--- config.mk ---
export PLATFORM = sky130hd
export DESIGN_NAME = provisioning_tlv_parser
export DESIGN_NICKNAME = d
export VERILOG_FILES = /design/src/design/ptp_pkg.sv /design/src/design/provisioning_tlv_parser.sv /design/src/design/ptp_parse_core.sv /design/src/design/ptp_out_queue.sv
export VERILOG_INCLUDE_DIRS = /design/src /design/src/design
export SDC_FILE = /design/constraint.sdc
export NUM_CORES = 1
export LEC_CHECK = 0
export CORE_ASPECT_RATIO = 0.6
export CORE_UTILIZATION = 55
export DETAILED_ROUTE_END_ITERATION = 12
export DONT_BUFFER_PORTS = 1
export PLACE_DENSITY = 0.7
export RECOVER_POWER = 25
export SETUP_SLACK_MARGIN = 0.05
export SYNTH_ARGS = -nofsm -noshare
export SYNTH_HDL_FRONTEND = slang
export SYNTH_SLANG_ARGS = --single-unit
--- constraint.sdc ---
create_clock -name clk_i -period 17.7 [get_ports clk_i]
set_clock_uncertainty 0.2 [all_clocks]
set_input_delay 1.77 -clock clk_i [delete_from_list [all_inputs] [get_ports clk_i]]
set_output_delay 1.77 -clock clk_i [all_outputs]
set_load 0.01 [all_outputs]
--- src/design/provisioning_tlv_parser_macros.svh ---
// ----------------------------------------------------------------------------
// Provisioning TLV parser assertion macros
// Shared concurrent assertion forms, clocked on clk_i and held off in reset.
// ----------------------------------------------------------------------------
`ifndef PROVISIONING_TLV_PARSER_MACROS_SVH
`define PROVISIONING_TLV_PARSER_MACROS_SVH

// Same-cycle implication.
`define PTP_ASSERT_IMPL(lbl, ante, cons, msg) \
  lbl: assert property (@(posedge clk_i) disable iff (!rst_ni) (ante) |-> (cons)) \
    else $error(msg);

// Next-cycle implication.
`define PTP_ASSERT_NEXT(lbl, ante, cons, msg) \
  lbl: assert property (@(posedge clk_i) disable iff (!rst_ni) (ante) |=> (cons)) \
    else $error(msg);

`endif

--- src/design/ptp_pkg.sv ---
// ----------------------------------------------------------------------------
// Provisioning TLV parser package
// Payload types, element codes and queue sizing shared by the parser files.
// ----------------------------------------------------------------------------
`timescale 1ns / 1ps

package ptp_pkg;

  // Attribute id bytes
  localparam logic [7:0] ID_SSID        = 8'hF5;
  localparam logic [7:0] ID_PASSWORD    = 8'hF4;
  localparam logic [7:0] ID_BSSID       = 8'hF3;
  localparam logic [7:0] ID_TOKEN       = 8'hF2;
  localparam logic [7:0] ID_REGION_ID   = 8'hEF;
  localparam logic [7:0] ID_URL         = 8'hEE;
  localparam logic [7:0] ID_REGION_TYPE = 8'hED;

  // Element type bytes
  localparam logic [7:0] TYPE_STRING = 8'd11;
  localparam logic [7:0] TYPE_BINARY = 8'd14;
  localparam logic [7:0] TYPE_REGION = 8'd2;

  // Exact BSSID length
  localparam logic [7:0] BSSID_LEN = 8'd6;

  // Attribute codes
  localparam logic [2:0] ATTR_SSID        = 3'd0;
  localparam logic [2:0] ATTR_PASSWORD    = 3'd1;
  localparam logic [2:0] ATTR_BSSID       = 3'd2;
  localparam logic [2:0] ATTR_TOKEN       = 3'd3;
  localparam logic [2:0] ATTR_REGION_ID   = 3'd4;
  localparam logic [2:0] ATTR_URL         = 3'd5;
  localparam logic [2:0] ATTR_REGION_TYPE = 3'd6;
  localparam logic [2:0] ATTR_UNKNOWN     = 3'd7;

  // Result kinds
  localparam logic KIND_VALUE   = 1'b0;
  localparam logic KIND_SUMMARY = 1'b1;

  // Summary status codes
  localparam logic [1:0] ST_OK        = 2'd0;
  localparam logic [1:0] ST_MALFORMED = 2'd1;
  localparam logic [1:0] ST_UNKNOWN   = 2'd2;

  // Result queue
  localparam int unsigned QDEPTH = 4;
  localparam int unsigned QPTR_W = $clog2(QDEPTH);
  localparam int unsigned QCNT_W = $clog2(QDEPTH + 1);

  typedef struct packed {
    logic       first;
    logic [7:0] msg_len;
    logic [7:0] data_byte;
  } in_t;

  typedef struct packed {
    logic       kind;
    logic [2:0] attribute;
    logic [7:0] value_byte;
    logic [7:0] value_index;
    logic       value_last;
    logic [1:0] status;
    logic [6:0] ready_flags;
    logic       apinfo_ready;
    logic       last;
  } out_t;

  // Results produced by one parsed byte: none, one or two
  typedef struct packed {
    logic [1:0] cnt;
    out_t       r0;
    out_t       r1;
  } push_t;

endpackage

--- src/design/provisioning_tlv_parser.sv ---
// ----------------------------------------------------------------------------
// Provisioning TLV parser
// Parses a provisioning message byte by byte, streams tagged value bytes and
// closes each message with a status summary.
// ----------------------------------------------------------------------------
//
//   channel | direction | handshake                | payload
//   --------+-----------+--------------------------+------------------------
//   in      | input     | in_valid_i / in_ready_o  | in_data_i  (ptp_pkg::in_t)
//   out     | output    | out_valid_o / out_ready_i| out_data_o (ptp_pkg::out_t)
//
// One message byte is taken per cycle while the result queue has room; a byte
// that gives one result keeps that rate, a byte that gives a value and the
// closing summary is bounded by the single read port of the result queue.
// Each byte's results pass through the input register and then the result queue.
// Reset clears the parser state and the queue; the block is idle after reset.
// Output stalls back up through the four-entry queue and the input register.
// ----------------------------------------------------------------------------
`timescale 1ns / 1ps
`include "provisioning_tlv_parser_macros.svh"

module provisioning_tlv_parser #(
  parameter int unsigned SSID_MAX     = 32,
  parameter int unsigned PASSWORD_MAX = 64,
  parameter int unsigned TOKEN_MAX    = 32,
  parameter int unsigned URL_MAX      = 128
) (
  input  logic          clk_i,
  input  logic          rst_ni,
  input  logic          in_valid_i,
  output logic          in_ready_o,
  input  ptp_pkg::in_t  in_data_i,
  output logic          out_valid_o,
  input  logic          out_ready_i,
  output ptp_pkg::out_t out_data_o
);

  // Input register: holds one byte until the queue has room for its results
  logic           stg_vld_q;
  ptp_pkg::in_t   stg_q;
  logic           fire;
  logic           room2;
  ptp_pkg::push_t push;

  // Advance the held byte when the queue can take two results
  assign fire       = stg_vld_q && room2;
  assign in_ready_o = !stg_vld_q || fire;

  always_ff @(posedge clk_i or negedge rst_ni) begin
    if (!rst_ni) begin
      stg_vld_q <= 1'b0;
    end else if (in_ready_o) begin
      stg_vld_q <= in_valid_i;
    end
  end

  // Payload needs no reset
  always_ff @(posedge clk_i) begin
    if (in_valid_i && in_ready_o) begin
      stg_q <= in_data_i;
    end
  end

  // Parse the held byte against the element state
  ptp_parse_core #(
    .SSID_MAX     (SSID_MAX),
    .PASSWORD_MAX (PASSWORD_MAX),
    .TOKEN_MAX    (TOKEN_MAX),
    .URL_MAX      (URL_MAX)
  ) u_core (
    .clk_i  (clk_i),
    .rst_ni (rst_ni),
    .fire_i (fire),
    .item_i (stg_q),
    .push_o (push)
  );

  // Queue results; each output transfer drops one entry
  ptp_out_queue u_queue (
    .clk_i   (clk_i),
    .rst_ni  (rst_ni),
    .push_i  (push),
    .pop_i   (out_ready_i),
    .head_o  (out_data_o),
    .avail_o (out_valid_o),
    .room2_o (room2)
  );

  // A value result never carries summary fields
  `PTP_ASSERT_IMPL(a_value_clean,
    out_valid_o && (out_data_o.kind == ptp_pkg::KIND_VALUE),
    (out_data_o.status == ptp_pkg::ST_OK) && (out_data_o.ready_flags == 7'd0) &&
    !out_data_o.apinfo_ready, "value result carries summary fields")

  // A summary always ends its step and reflects the ssid and password flags
  `PTP_ASSERT_IMPL(a_summary_fields,
    out_valid_o && (out_data_o.kind == ptp_pkg::KIND_SUMMARY),
    out_data_o.last && (out_data_o.apinfo_ready == |out_data_o.ready_flags[1:0]),
    "summary result fields inconsistent")

  // A value without last is followed by its summary already queued
  `PTP_ASSERT_NEXT(a_summary_follows,
    out_valid_o && out_ready_i && (out_data_o.kind == ptp_pkg::KIND_VALUE) &&
    !out_data_o.last,
    out_valid_o && (out_data_o.kind == ptp_pkg::KIND_SUMMARY),
    "summary missing after final value byte")

endmodule

--- src/design/ptp_parse_core.sv ---
// ----------------------------------------------------------------------------
// Provisioning TLV parser core
// Per-byte element state machine; emits up to two results per parsed byte.
// ----------------------------------------------------------------------------
`timescale 1ns / 1ps

module ptp_parse_core #(
  parameter int unsigned SSID_MAX     = 32,
  parameter int unsigned PASSWORD_MAX = 64,
  parameter int unsigned TOKEN_MAX    = 32,
  parameter int unsigned URL_MAX      = 128
) (
  input  logic           clk_i,
  input  logic           rst_ni,
  input  logic           fire_i,
  input  ptp_pkg::in_t   item_i,
  output ptp_pkg::push_t push_o
);

  localparam logic [2:0] PhIdle  = 3'd0;
  localparam logic [2:0] PhType  = 3'd1;
  localparam logic [2:0] PhAttr  = 3'd2;
  localparam logic [2:0] PhLenHi = 3'd3;
  localparam logic [2:0] PhLenLo = 3'd4;
  localparam logic [2:0] PhValue = 3'd5;

  localparam logic [7:0] SsidLim  = 8'(SSID_MAX);
  localparam logic [7:0] PassLim  = 8'(PASSWORD_MAX);
  localparam logic [7:0] TokenLim = 8'(TOKEN_MAX);
  localparam logic [7:0] UrlLim   = 8'(URL_MAX);

  logic [2:0] phase_q, phase_d;
  logic [7:0] pos_q, pos_d;
  logic [7:0] mlen_q, mlen_d;
  logic [7:0] etype_q, etype_d;
  logic [2:0] attr_q, attr_d;
  logic [7:0] vlen_q, vlen_d;   // length high byte during PhLenLo, else length
  logic [7:0] vcnt_q, vcnt_d;
  logic [6:0] seen_q, seen_d;

  logic [2:0] ph_e;
  logic [7:0] pos_e, mlen_e, etype_e, vlen_e, vcnt_e;
  logic [2:0] attr_e;
  logic [6:0] seen_e;
  logic       active;

  logic        [7:0] b;
  logic signed [9:0] rest;
  logic        [2:0] id_attr;
  logic        [7:0] type_need;
  logic              err;
  logic        [1:0] err_status;
  logic              val_out;
  logic              vlast;
  logic              len_bad;
  logic              attr_bad;
  logic              done;
  ptp_pkg::out_t     val_res, sum_res;

  assign b = item_i.data_byte;

  // A first byte opens a fresh message in the type phase
  always_comb begin
    if (item_i.first) begin
      ph_e    = PhType;
      pos_e   = '0;
      mlen_e  = item_i.msg_len;
      etype_e = '0;
      attr_e  = '0;
      vlen_e  = '0;
      vcnt_e  = '0;
      seen_e  = '0;
    end else begin
      ph_e    = phase_q;
      pos_e   = pos_q;
      mlen_e  = mlen_q;
      etype_e = etype_q;
      attr_e  = attr_q;
      vlen_e  = vlen_q;
      vcnt_e  = vcnt_q;
      seen_e  = seen_q;
    end
  end

  assign active = item_i.first || ((phase_q >= PhType) && (phase_q <= PhValue));
  assign rest   = $signed({2'b00, mlen_e}) - $signed({2'b00, pos_e}) - 10'sd1;

  always_comb begin
    unique case (b)
      ptp_pkg::ID_SSID:        id_attr = ptp_pkg::ATTR_SSID;
      ptp_pkg::ID_PASSWORD:    id_attr = ptp_pkg::ATTR_PASSWORD;
      ptp_pkg::ID_BSSID:       id_attr = ptp_pkg::ATTR_BSSID;
      ptp_pkg::ID_TOKEN:       id_attr = ptp_pkg::ATTR_TOKEN;
      ptp_pkg::ID_REGION_ID:   id_attr = ptp_pkg::ATTR_REGION_ID;
      ptp_pkg::ID_URL:         id_attr = ptp_pkg::ATTR_URL;
      ptp_pkg::ID_REGION_TYPE: id_attr = ptp_pkg::ATTR_REGION_TYPE;
      default:                 id_attr = ptp_pkg::ATTR_UNKNOWN;
    endcase
  end

  always_comb begin
    unique case (id_attr)
      ptp_pkg::ATTR_BSSID, ptp_pkg::ATTR_TOKEN: begin
        type_need = ptp_pkg::TYPE_BINARY;
      end
      ptp_pkg::ATTR_REGION_ID, ptp_pkg::ATTR_REGION_TYPE: begin
        type_need = ptp_pkg::TYPE_REGION;
      end
      default: type_need = ptp_pkg::TYPE_STRING;
    endcase
  end

  // Remaining-length check at the attribute byte
  always_comb begin
    unique case (id_attr)
      ptp_pkg::ATTR_BSSID: attr_bad = rest < 10'sd6;
      ptp_pkg::ATTR_TOKEN: attr_bad = rest < 10'sd3;
      ptp_pkg::ATTR_REGION_ID, ptp_pkg::ATTR_REGION_TYPE: begin
        attr_bad = rest < 10'sd1;
      end
      default: attr_bad = rest <= 10'sd3;
    endcase
  end

  // Length check at the low length byte; any nonzero high byte exceeds every limit
  always_comb begin
    unique case (attr_e)
      ptp_pkg::ATTR_SSID:     len_bad = b > SsidLim;
      ptp_pkg::ATTR_PASSWORD: len_bad = b > PassLim;
      ptp_pkg::ATTR_BSSID:    len_bad = b != ptp_pkg::BSSID_LEN;
      ptp_pkg::ATTR_TOKEN:    len_bad = b > TokenLim;
      default:                len_bad = b > UrlLim;
    endcase
    len_bad = len_bad || (vlen_e != 8'd0) || (rest < $signed({2'b00, b}));
  end

  assign vlast = ({1'b0, vcnt_e} + 9'd1) >= {1'b0, vlen_e};

  always_comb begin
    phase_d    = ph_e;
    pos_d      = pos_e + 8'd1;
    mlen_d     = mlen_e;
    etype_d    = etype_e;
    attr_d     = attr_e;
    vlen_d     = vlen_e;
    vcnt_d     = vcnt_e;
    seen_d     = seen_e;
    err        = 1'b0;
    err_status = ptp_pkg::ST_MALFORMED;
    val_out    = 1'b0;
    unique case (ph_e)
      PhType: begin
        if (rest < 10'sd1) begin
          err = 1'b1;
        end else begin
          etype_d = b;
          phase_d = PhAttr;
        end
      end
      PhAttr: begin
        if (id_attr == ptp_pkg::ATTR_UNKNOWN) begin
          err        = 1'b1;
          err_status = ptp_pkg::ST_UNKNOWN;
        end else if ((etype_e != type_need) || attr_bad) begin
          err = 1'b1;
        end else begin
          attr_d = id_attr;
          vcnt_d = '0;
          if ((id_attr == ptp_pkg::ATTR_REGION_ID) ||
              (id_attr == ptp_pkg::ATTR_REGION_TYPE)) begin
            vlen_d  = 8'd1;
            phase_d = PhValue;
          end else begin
            phase_d = PhLenHi;
          end
        end
      end
      PhLenHi: begin
        vlen_d  = b;
        phase_d = PhLenLo;
      end
      PhLenLo: begin
        if (len_bad) begin
          err = 1'b1;
        end else begin
          vlen_d = b;
          vcnt_d = '0;
          if (b == 8'd0) begin
            seen_d  = seen_e | (7'd1 << attr_e);
            phase_d = PhType;
          end else begin
            phase_d = PhValue;
          end
        end
      end
      PhValue: begin
        val_out = 1'b1;
        vcnt_d  = vcnt_e + 8'd1;
        if (vlast) begin
          seen_d  = seen_e | (7'd1 << attr_e);
          phase_d = PhType;
        end
      end
      default: begin
        phase_d = PhIdle;
      end
    endcase
    done = !err && (phase_d == PhType) && (rest <= 10'sd0);
    if (err || done) begin
      phase_d = PhIdle;
    end
  end

  // Result words
  always_comb begin
    val_res             = '0;
    val_res.kind        = ptp_pkg::KIND_VALUE;
    val_res.attribute   = attr_e;
    val_res.value_byte  = b;
    val_res.value_index = vcnt_e;
    val_res.value_last  = vlast;
    val_res.last        = !done;

    sum_res              = '0;
    sum_res.kind         = ptp_pkg::KIND_SUMMARY;
    sum_res.status       = err ? err_status : ptp_pkg::ST_OK;
    sum_res.ready_flags  = err ? seen_e : seen_d;
    sum_res.apinfo_ready = |sum_res.ready_flags[1:0];
    sum_res.last         = 1'b1;
  end

  always_comb begin
    push_o = '0;
    if (fire_i && active) begin
      if (val_out) begin
        push_o.r0  = val_res;
        push_o.r1  = sum_res;
        push_o.cnt = done ? 2'd2 : 2'd1;
      end else if (err || done) begin
        push_o.r0  = sum_res;
        push_o.cnt = 2'd1;
      end
    end
  end

  always_ff @(posedge clk_i or negedge rst_ni) begin
    if (!rst_ni) begin
      phase_q <= PhIdle;
      pos_q   <= '0;
      mlen_q  <= '0;
      etype_q <= '0;
      attr_q  <= '0;
      vlen_q  <= '0;
      vcnt_q  <= '0;
      seen_q  <= '0;
    end else if (fire_i && active) begin
      phase_q <= phase_d;
      pos_q   <= pos_d;
      mlen_q  <= mlen_d;
      etype_q <= etype_d;
      attr_q  <= attr_d;
      vlen_q  <= vlen_d;
      vcnt_q  <= vcnt_d;
      seen_q  <= seen_d;
    end
  end

endmodule

--- src/design/ptp_out_queue.sv ---
// ----------------------------------------------------------------------------
// Provisioning TLV parser result queue
// Small registered queue taking up to two results a cycle, giving one.
// ----------------------------------------------------------------------------
`timescale 1ns / 1ps

module ptp_out_queue (
  input  logic           clk_i,
  input  logic           rst_ni,
  input  ptp_pkg::push_t push_i,
  input  logic           pop_i,
  output ptp_pkg::out_t  head_o,
  output logic           avail_o,
  output logic           room2_o
);

  ptp_pkg::out_t                   mem_q [ptp_pkg::QDEPTH];
  logic [ptp_pkg::QPTR_W-1:0]      wr_q, rd_q;
  logic [ptp_pkg::QCNT_W-1:0]      cnt_q;
  logic                            pop;

  assign avail_o = cnt_q != '0;
  assign room2_o = cnt_q <= ptp_pkg::QCNT_W'(ptp_pkg::QDEPTH - 2);
  assign head_o  = mem_q[rd_q];
  assign pop     = pop_i && avail_o;

  // Payload store
  always_ff @(posedge clk_i) begin
    if (push_i.cnt != 2'd0) begin
      mem_q[wr_q] <= push_i.r0;
    end
    if (push_i.cnt == 2'd2) begin
      mem_q[wr_q + ptp_pkg::QPTR_W'(1)] <= push_i.r1;
    end
  end

  always_ff @(posedge clk_i or negedge rst_ni) begin
    if (!rst_ni) begin
      wr_q  <= '0;
      rd_q  <= '0;
      cnt_q <= '0;
    end else begin
      wr_q  <= wr_q + ptp_pkg::QPTR_W'(push_i.cnt);
      rd_q  <= rd_q + ptp_pkg::QPTR_W'(pop);
      cnt_q <= cnt_q + ptp_pkg::QCNT_W'(push_i.cnt) - ptp_pkg::QCNT_W'(pop);
    end
  end

endmodule

# After elaboration in Yosys (flattened, before gate mapping)
# Memories as Yosys holds them, arrays and structs flattened.
# Cells that the tools add are included.
[op_classes] bitwise_logic=1 shifts=1 n_div=0 reduce_logical=26 n_eq_ne=24 addsub=10 n_lt_le_gt_ge=13 n_mux=58 multipliers=0
[ops] cell="$mux W8" count=14
[ops] cell="$mux W66" count=1
[ops] cell="$eq A8 B8 Y1 const B" count=7
[ops] cell="$pmux W8 S3" count=2
[ops] cell="$mux W3" count=13
[ops] cell="$mux W7" count=5
[ops] cell="$mux W34" count=1
[ops] cell="$mux W33" count=1
[ops] cell="$mux W32" count=1
[ops] cell="$pmux W3 S7" count=1
[ops] cell="$eq A3 B2 Y1 const B" count=6
[ops] cell="$add A8 B1 Y8 const B" count=2
[ops] cell="$eq A3 B3 Y1 const B" count=5
[ops] cell="$pmux W3 S5" count=1
[ops] cell="$pmux W7 S2" count=1
[ops] cell="$le A10 B1 Y1 const B" count=1
[ops] cell="$le A10 B3 Y1 const B" count=1
[ops] cell="$lt A10 B2 Y1 const B" count=1
[ops] cell="$lt A10 B3 Y1 const B" count=1
[ops] cell="$lt A10 B4 Y1 const B" count=1
[ops] cell="$lt A10 B9 Y1" count=1
[ops] cell="$sub A10 B2 Y10 const B" count=1
[ops] cell="$add A8 B1 Y9 const B" count=1
[ops] cell="$eq A3 B1 Y1 const B" count=3
[ops] cell="31 further kinds" count=61
[word_totals] out_inout_bits=34 memories=1 latchBits=0 ram_bits=128 word_cells=149 ff_bits=78 romBits=0
[memory_table] memory="u_queue.mem_q" depth=4 width=32 rd=1 rd_clocked_by_memory_dff=0 write_ports=2 line="ptp_out_queue.sv:17" text="ptp_pkg::out_t mem_q [ptp_pkg::QDEPTH];"

# Depth between registers and ports, before layout
[depth] depth_word=20 ltp_mapped=31

# By module
# From an unflattened synthesis, not the netlist that was laid out.
[unflattened] hier_cells=1018 area_unflattened_um2=12560.8
[modules_own_cells] mod="ptp_out_queue" seq_area_each_um2=4018.9 cells_each=351 area_each_um2=6910.4 n_inst=1
[modules_own_cells] mod="ptp_parse_core" seq_area_each_um2=1326.3 cells_each=645 area_each_um2=5079.9 n_inst=1
[modules_own_cells] mod="provisioning_tlv_parser" seq_area_each_um2=535.5 cells_each=22 area_each_um2=570.5 n_inst=1

# Worst setup path before layout
# OpenSTA, ideal clock, no wires.
[synth_path] path_kind="reg2reg" from="reg stg_q[16] (netlist bit)" to="reg u_queue.cnt_q[1] (netlist bit)" setup_time_ns=0.135 path_buffers=6 slack_ns=11.107 t_required_ns=17.365 synth_period_minus_slack_ns=6.593 arrival_ns=6.257 path_stages_with_launch=27 cell_sequence="edfxtp_1 buf_2 clkbuf_1 clkbuf_1 buf_1 mux2_2 ha_1 and3_1 or3_1 or3_1 buf_2 a211o_1 nor3_4 xnor2_1 ha_1 a2111oi_0 o21ai_0 o21ai_0 nand3_1 and3_4 buf_6 o32a_4 o211ai_4 nor2_1 nor3_1 ha_1 fa_1"
[synth_via] elab_chain_cells=18 word_cells_on_any_way=59 classes_between="add/sub: 5; order compare: 7; eq/ne: 10; mux: 25; reduce/logical: 12"
[synth_rtl] item="start: declaration" line="provisioning_tlv_parser.sv:40" text="ptp_pkg::in_t stg_q;"
[synth_rtl] item="start signal: assignment" line="provisioning_tlv_parser.sv:60" text="stg_q <= in_data_i;"
[synth_rtl] item="$mux W8 (*)" line="ptp_parse_core.sv:64" text="if (item_i.first) begin"
[synth_rtl] item="named net u_core.mlen_d[2]" line="ptp_parse_core.sv:34" text="logic [7:0] mlen_q, mlen_d;"
[synth_rtl] item="$sub A8 B8 Y9 (*)" line="ptp_parse_core.sv:86" text="assign rest = $signed({2'b00, mlen_e}) - $signed({2'b00, pos_e}) - 10'sd1;"
[synth_rtl] item="$sub A10 B2 Y10 (*)" line="ptp_parse_core.sv:86"
[synth_rtl] item="$le A10 B3 Y1 (tied with other cells)" line="ptp_parse_core.sv:121" text="default: attr_bad = rest <= 10'sd3;"
[synth_rtl] item="$pmux W1 S3" line="ptp_parse_core.sv:115" text="unique case (id_attr)"
[synth_rtl] item="$logic_or A1 B1 Y1" line="ptp_parse_core.sv:164" text="end else if ((etype_e != type_need) || attr_bad) begin"
[synth_rtl] item="$mux W3 or $mux W1 (tied branches)" line="ptp_parse_core.sv:164"
[synth_rtl] item="[... 2 more ...]"
[synth_rtl] item="$eq A3 B1 Y1 or $logic_not A1 Y1 (tied branches)" line="ptp_parse_core.sv:208" text="done = !err && (phase_d == PhType) && (rest <= 10'sd0);"
[synth_rtl] item="$logic_and A1 B1 Y1 (2 in a row)" line="ptp_parse_core.sv:208"
[synth_rtl] item="$logic_or A1 B1 Y1" line="ptp_parse_core.sv:239" text="end else if (err || done) begin"
[synth_rtl] item="$mux W33" line="ptp_parse_core.sv:239"
[synth_rtl] item="$mux W34 (*)" line="ptp_parse_core.sv:235" text="if (val_out) begin"
[synth_rtl] item="$mux W66 (*)" line="ptp_parse_core.sv:234" text="if (fire_i && active) begin"
[synth_rtl] item="$add A3 B2 Y3 (*)" line="ptp_out_queue.sv:45" text="cnt_q <= cnt_q + ptp_pkg::QCNT_W'(push_i.cnt) - ptp_pkg::QCNT_W'(pop);"
[synth_rtl] item="$sub A3 B1 Y3 (*)" line="ptp_out_queue.sv:45"
[synth_rtl] item="end signal: assignment" line="ptp_out_queue.sv:45"
[synth_rtl] item="end: declaration" line="ptp_out_queue.sv:19" text="logic [ptp_pkg::QCNT_W-1:0] cnt_q;"
# Mark *: on every way through the listed nets, which the timed path passes. The rest lies on a longest branch.
# A chain may end at the register's enable or synchronous reset.

==> results.txt <==
TritonCTS clock tree: yes
Top cells by area, synth: edfxtp_1, dfxtp_1, dfrtp_1
Starting Density: 57.5%
Detailed Place HPWL: 19.3 mm
Tot Pwr: 1.75 mW
Main combinational cell family by area after synthesis: compound AO/OA/AOI/OAI gates
Grt total ovfl: 0
Slew @ Worst Pin: 2.72 ns
Synth Net Count: 1029
# DRC: 0
R2R depth: 20
Synth Register Bits: 206
Proportion of synthesized area in mux cells: 8.94%
P_leak: 4.33 nW
Area leader, netlist: edfxtp_1
Full die area: 0.0199 mm2
Cells after Synth: 975
Max Freq: 114 MHz
Cts repair resizes: 0
Number of buffers created by CTS: 20
Initial antenna violation count: 0
Number of synthesized flops with an enable pin: 65
Post-synth top flop: dfxtp_1
RD Place Congestion: 0.927
Worst-Skew Late Latency: 0.50 ns
RSZ-0062 raised after global routing: false
Outcome: complete, but fails checks
Async set or reset register ratio after synthesis: 29.6%
Pwr Density: 154 mW/mm2
Synth Area in Simple Gates: 13.2%
DR WL/cell: 22.8 um
Synth Area in Adders: 3.96%
Period utilization: 49.6%
Clock Tree Buf Depth: 3
Largest net degree at the start of global routing: 63
First-pass GRT wire length: 43.1 mm
Routed vias: 7938
Failing checks: capacitance limit, slew limit
Setup Buffers After CTS: 0
Via density: 6.60
Worst Path Required: 17.60 ns
Worst-path clk slew: 0.07 ns
TNS Setup: 0 ns
Final ANT Viol Nets: 0
Core Util, Final: 61.6%
Commonest non-fill, non-tap cell in the layout: nor2_1
Layout cell share with drive strength beyond 1: 11.7%
Vias in the first global route: 7303
Max_cap viols: 3
Total track usage: 28.4%
Detailed Routing Iterations Pass 1: 6
Root buffer cell: clkbuf_16
Complex-gate fraction of the synthesized area: 20.1%
Ports: 55
Setup crit end kind: flip-flop
Startpoint types: flip-flop
Hold WC Path Type: flip-flop to flip-flop
Crit Path Max Fanout: 62
Overall die width: 181 um
Ys Warns: 0
Cts hold-fix bufs: 0
Seq/Total Area, Yosys: 47.9%
Row Count: 38
Slew margin rel.: -81.6%
Final setup fails: 0
Diode count: 0
Mapped Avg Cell Area: 10.9 um2
Total Wirelength: 27.4 mm
VDD IR-drop max: 0.107 mV
Placed cell areas: 0.0107 mm2
Most frequent cells in the layout: nor2_1, dfxtp_1, a22o_1
H-tree depth: 1
Clock Sinks: 206
CP Class: flip-flop to flip-flop
Core area: 0.0184 mm2
Port Buffer Count: 0
Final instance area: 0.0114 mm2
First DRT Iteration DRCs: 959
Synth Cell Area: 0.0106 mm2
Total Nets Final: 1002
Final-report max-slew violation count: 103
Count of different cell masters after synthesis: 81
Hold path depth: 1
Die Height: 110 um
Area grow syn2layout: 7.15%
XOR/XNOR share of the synthesized area: 2.22%
Worst Path Arrival: 8.68 ns
Synth top area share: 18.4%
Clock period minus final worst setup slack: 8.78 ns
Hold Fails Final Rpt: 0
[final timing paths]
check / from / slack [ns] / to
setup / recovery: stg_q[16]$_DFFE_PP_ / 8.92 / u_queue.mem_q[0][9]$_DFFE_PP_
hold / removal: u_queue.mem_q[1][11]$_SDFFE_PP0P_ / 0.27 / u_queue.mem_q[1][11]$_SDFFE_PP0P_
setup reg to reg: stg_q[16]$_DFFE_PP_ / 8.92 / u_queue.mem_q[0][9]$_DFFE_PP_
hold reg to reg: u_queue.mem_q[1][11]$_SDFFE_PP0P_ / 0.27 / u_queue.mem_q[1][11]$_SDFFE_PP0P_
max in group asynchronous: rst_ni / 16.42 / u_queue.rd_q[0]$_DFF_PN0_
min in group asynchronous: rst_ni / 0.76 / u_core.pos_q[5]$_DFFE_PN0P_
[cell families after synthesis]
group / Yosys count
AO/OA/AOI/OAI: 270
XOR/XNOR: 26
adder cells (fa/ha/maj): 33
buffers and inverters: 95
flip-flops: 206
multiplexers: 53
AND/OR/NAND/NOR: 292
[cell type report]
type / instances / area (um2)
inverter: 36 / 135
fill: 1523 / 7090
multi-input combinational: 674 / 5140
sequential: 206 / 5080
clock inverter: 7 / 50.0
tap: 240 / 300
timing repair buffer: 10 / 67.6
clock buffer: 29 / 587
[power breakdown]
group          internal (mW)  switching, mW  total, mW
combinational          0.266          0.448      0.715
clock                  0.234          0.185      0.419
sequential             0.544         0.0717      0.616
total                   1.04          0.705       1.75
[registers in the layout, indices dropped and copies added, names as in the netlist, 7 cells and up]
register and cells:
stg_q 17, u_core.etype_q 8, u_core.mlen_q 8, u_core.pos_q 8, u_core.seen_q 7, u_core.vcnt_q 8
u_core.vlen_q 8, u_queue.mem_q 128
[layer usage]
metal  share of wire (%)  GRT usage [%]  vias to the layer above
li1                    -              -                     3624
met3                  12           8.15                       32
met5                   0              0                        -
met2                  37           36.8                      408
met4                 1.4           4.12                        0
met1                  50           46.2                     3874
[stage by stage]
| step | std cells | setup WS, ns | hold slack [ns] |
|---|---|---|---|
| finish | 1202 | 8.92 | 0.268 |
| global route | 1202 | 8.26 | 0.284 |
| CTS | 1202 | 10.60 | 0.270 |
| detailed placement | 1166 | 10.62 | 0.253 |
| global placement | 1166 | 10.77 | 0.246 |
| floorplan | 975 | 11.11 | 0.227 |
[Yosys cell counts, types with 4 or more instances]
| master | count |
|---|---|
| nor2_1 | 100 |
| dfxtp_1 | 80 |
| a22o_1 | 78 |
| nand2_1 | 76 |
| edfxtp_1 | 65 |
| dfrtp_1 | 61 |
| o21ai_0 | 40 |
| clkbuf_1 | 37 |
| inv_1 | 36 |
| ha_1 | 32 |
| mux4_2 | 32 |
| a21oi_1 | 31 |
| a32o_1 | 19 |
| nor3_1 | 19 |
| nor2b_1 | 18 |
| mux2_2 | 14 |
| nand3_1 | 14 |
| xnor2_1 | 14 |
| xor2_1 | 11 |
| buf_1 | 10 |
| a31oi_1 | 9 |
| buf_2 | 9 |
| nand2b_1 | 9 |
| or3_1 | 9 |
| a21o_1 | 8 |
| o21a_1 | 8 |
| and3_1 | 7 |
| mux2i_1 | 7 |
| o31ai_1 | 7 |
| nand4_1 | 6 |
| nor4_1 | 6 |
| o22ai_1 | 6 |
| a211oi_1 | 5 |
| and2_1 | 5 |
| o211ai_1 | 5 |
| o21ai_1 | 5 |
| a211o_1 | 4 |
| a32oi_2 | 4 |
| nor3b_1 | 4 |
| or4_1 | 4 |
[critical path: stages (launching register included)]
cell	delay, ns
edfxtp_1	0.32
clkbuf_1	1.92
mux2_2	0.49
ha_1	0.38
nor4bb_1	0.18
or3_1	0.48
o21ai_1	0.44
a21oi_1	0.24
o2111ai_1	0.33
nand2_1	0.11
xor2_1	0.15
ha_1	0.22
a2111oi_0	0.30
o21ai_0	0.15
o21ai_0	0.17
nand3_1	0.15
and3_4	0.23
o21ai_2	0.26
o211ai_4	0.19
o211ai_2	0.91
inv_1	0.55
Note: power is estimated with default switching activity, not from simulation.
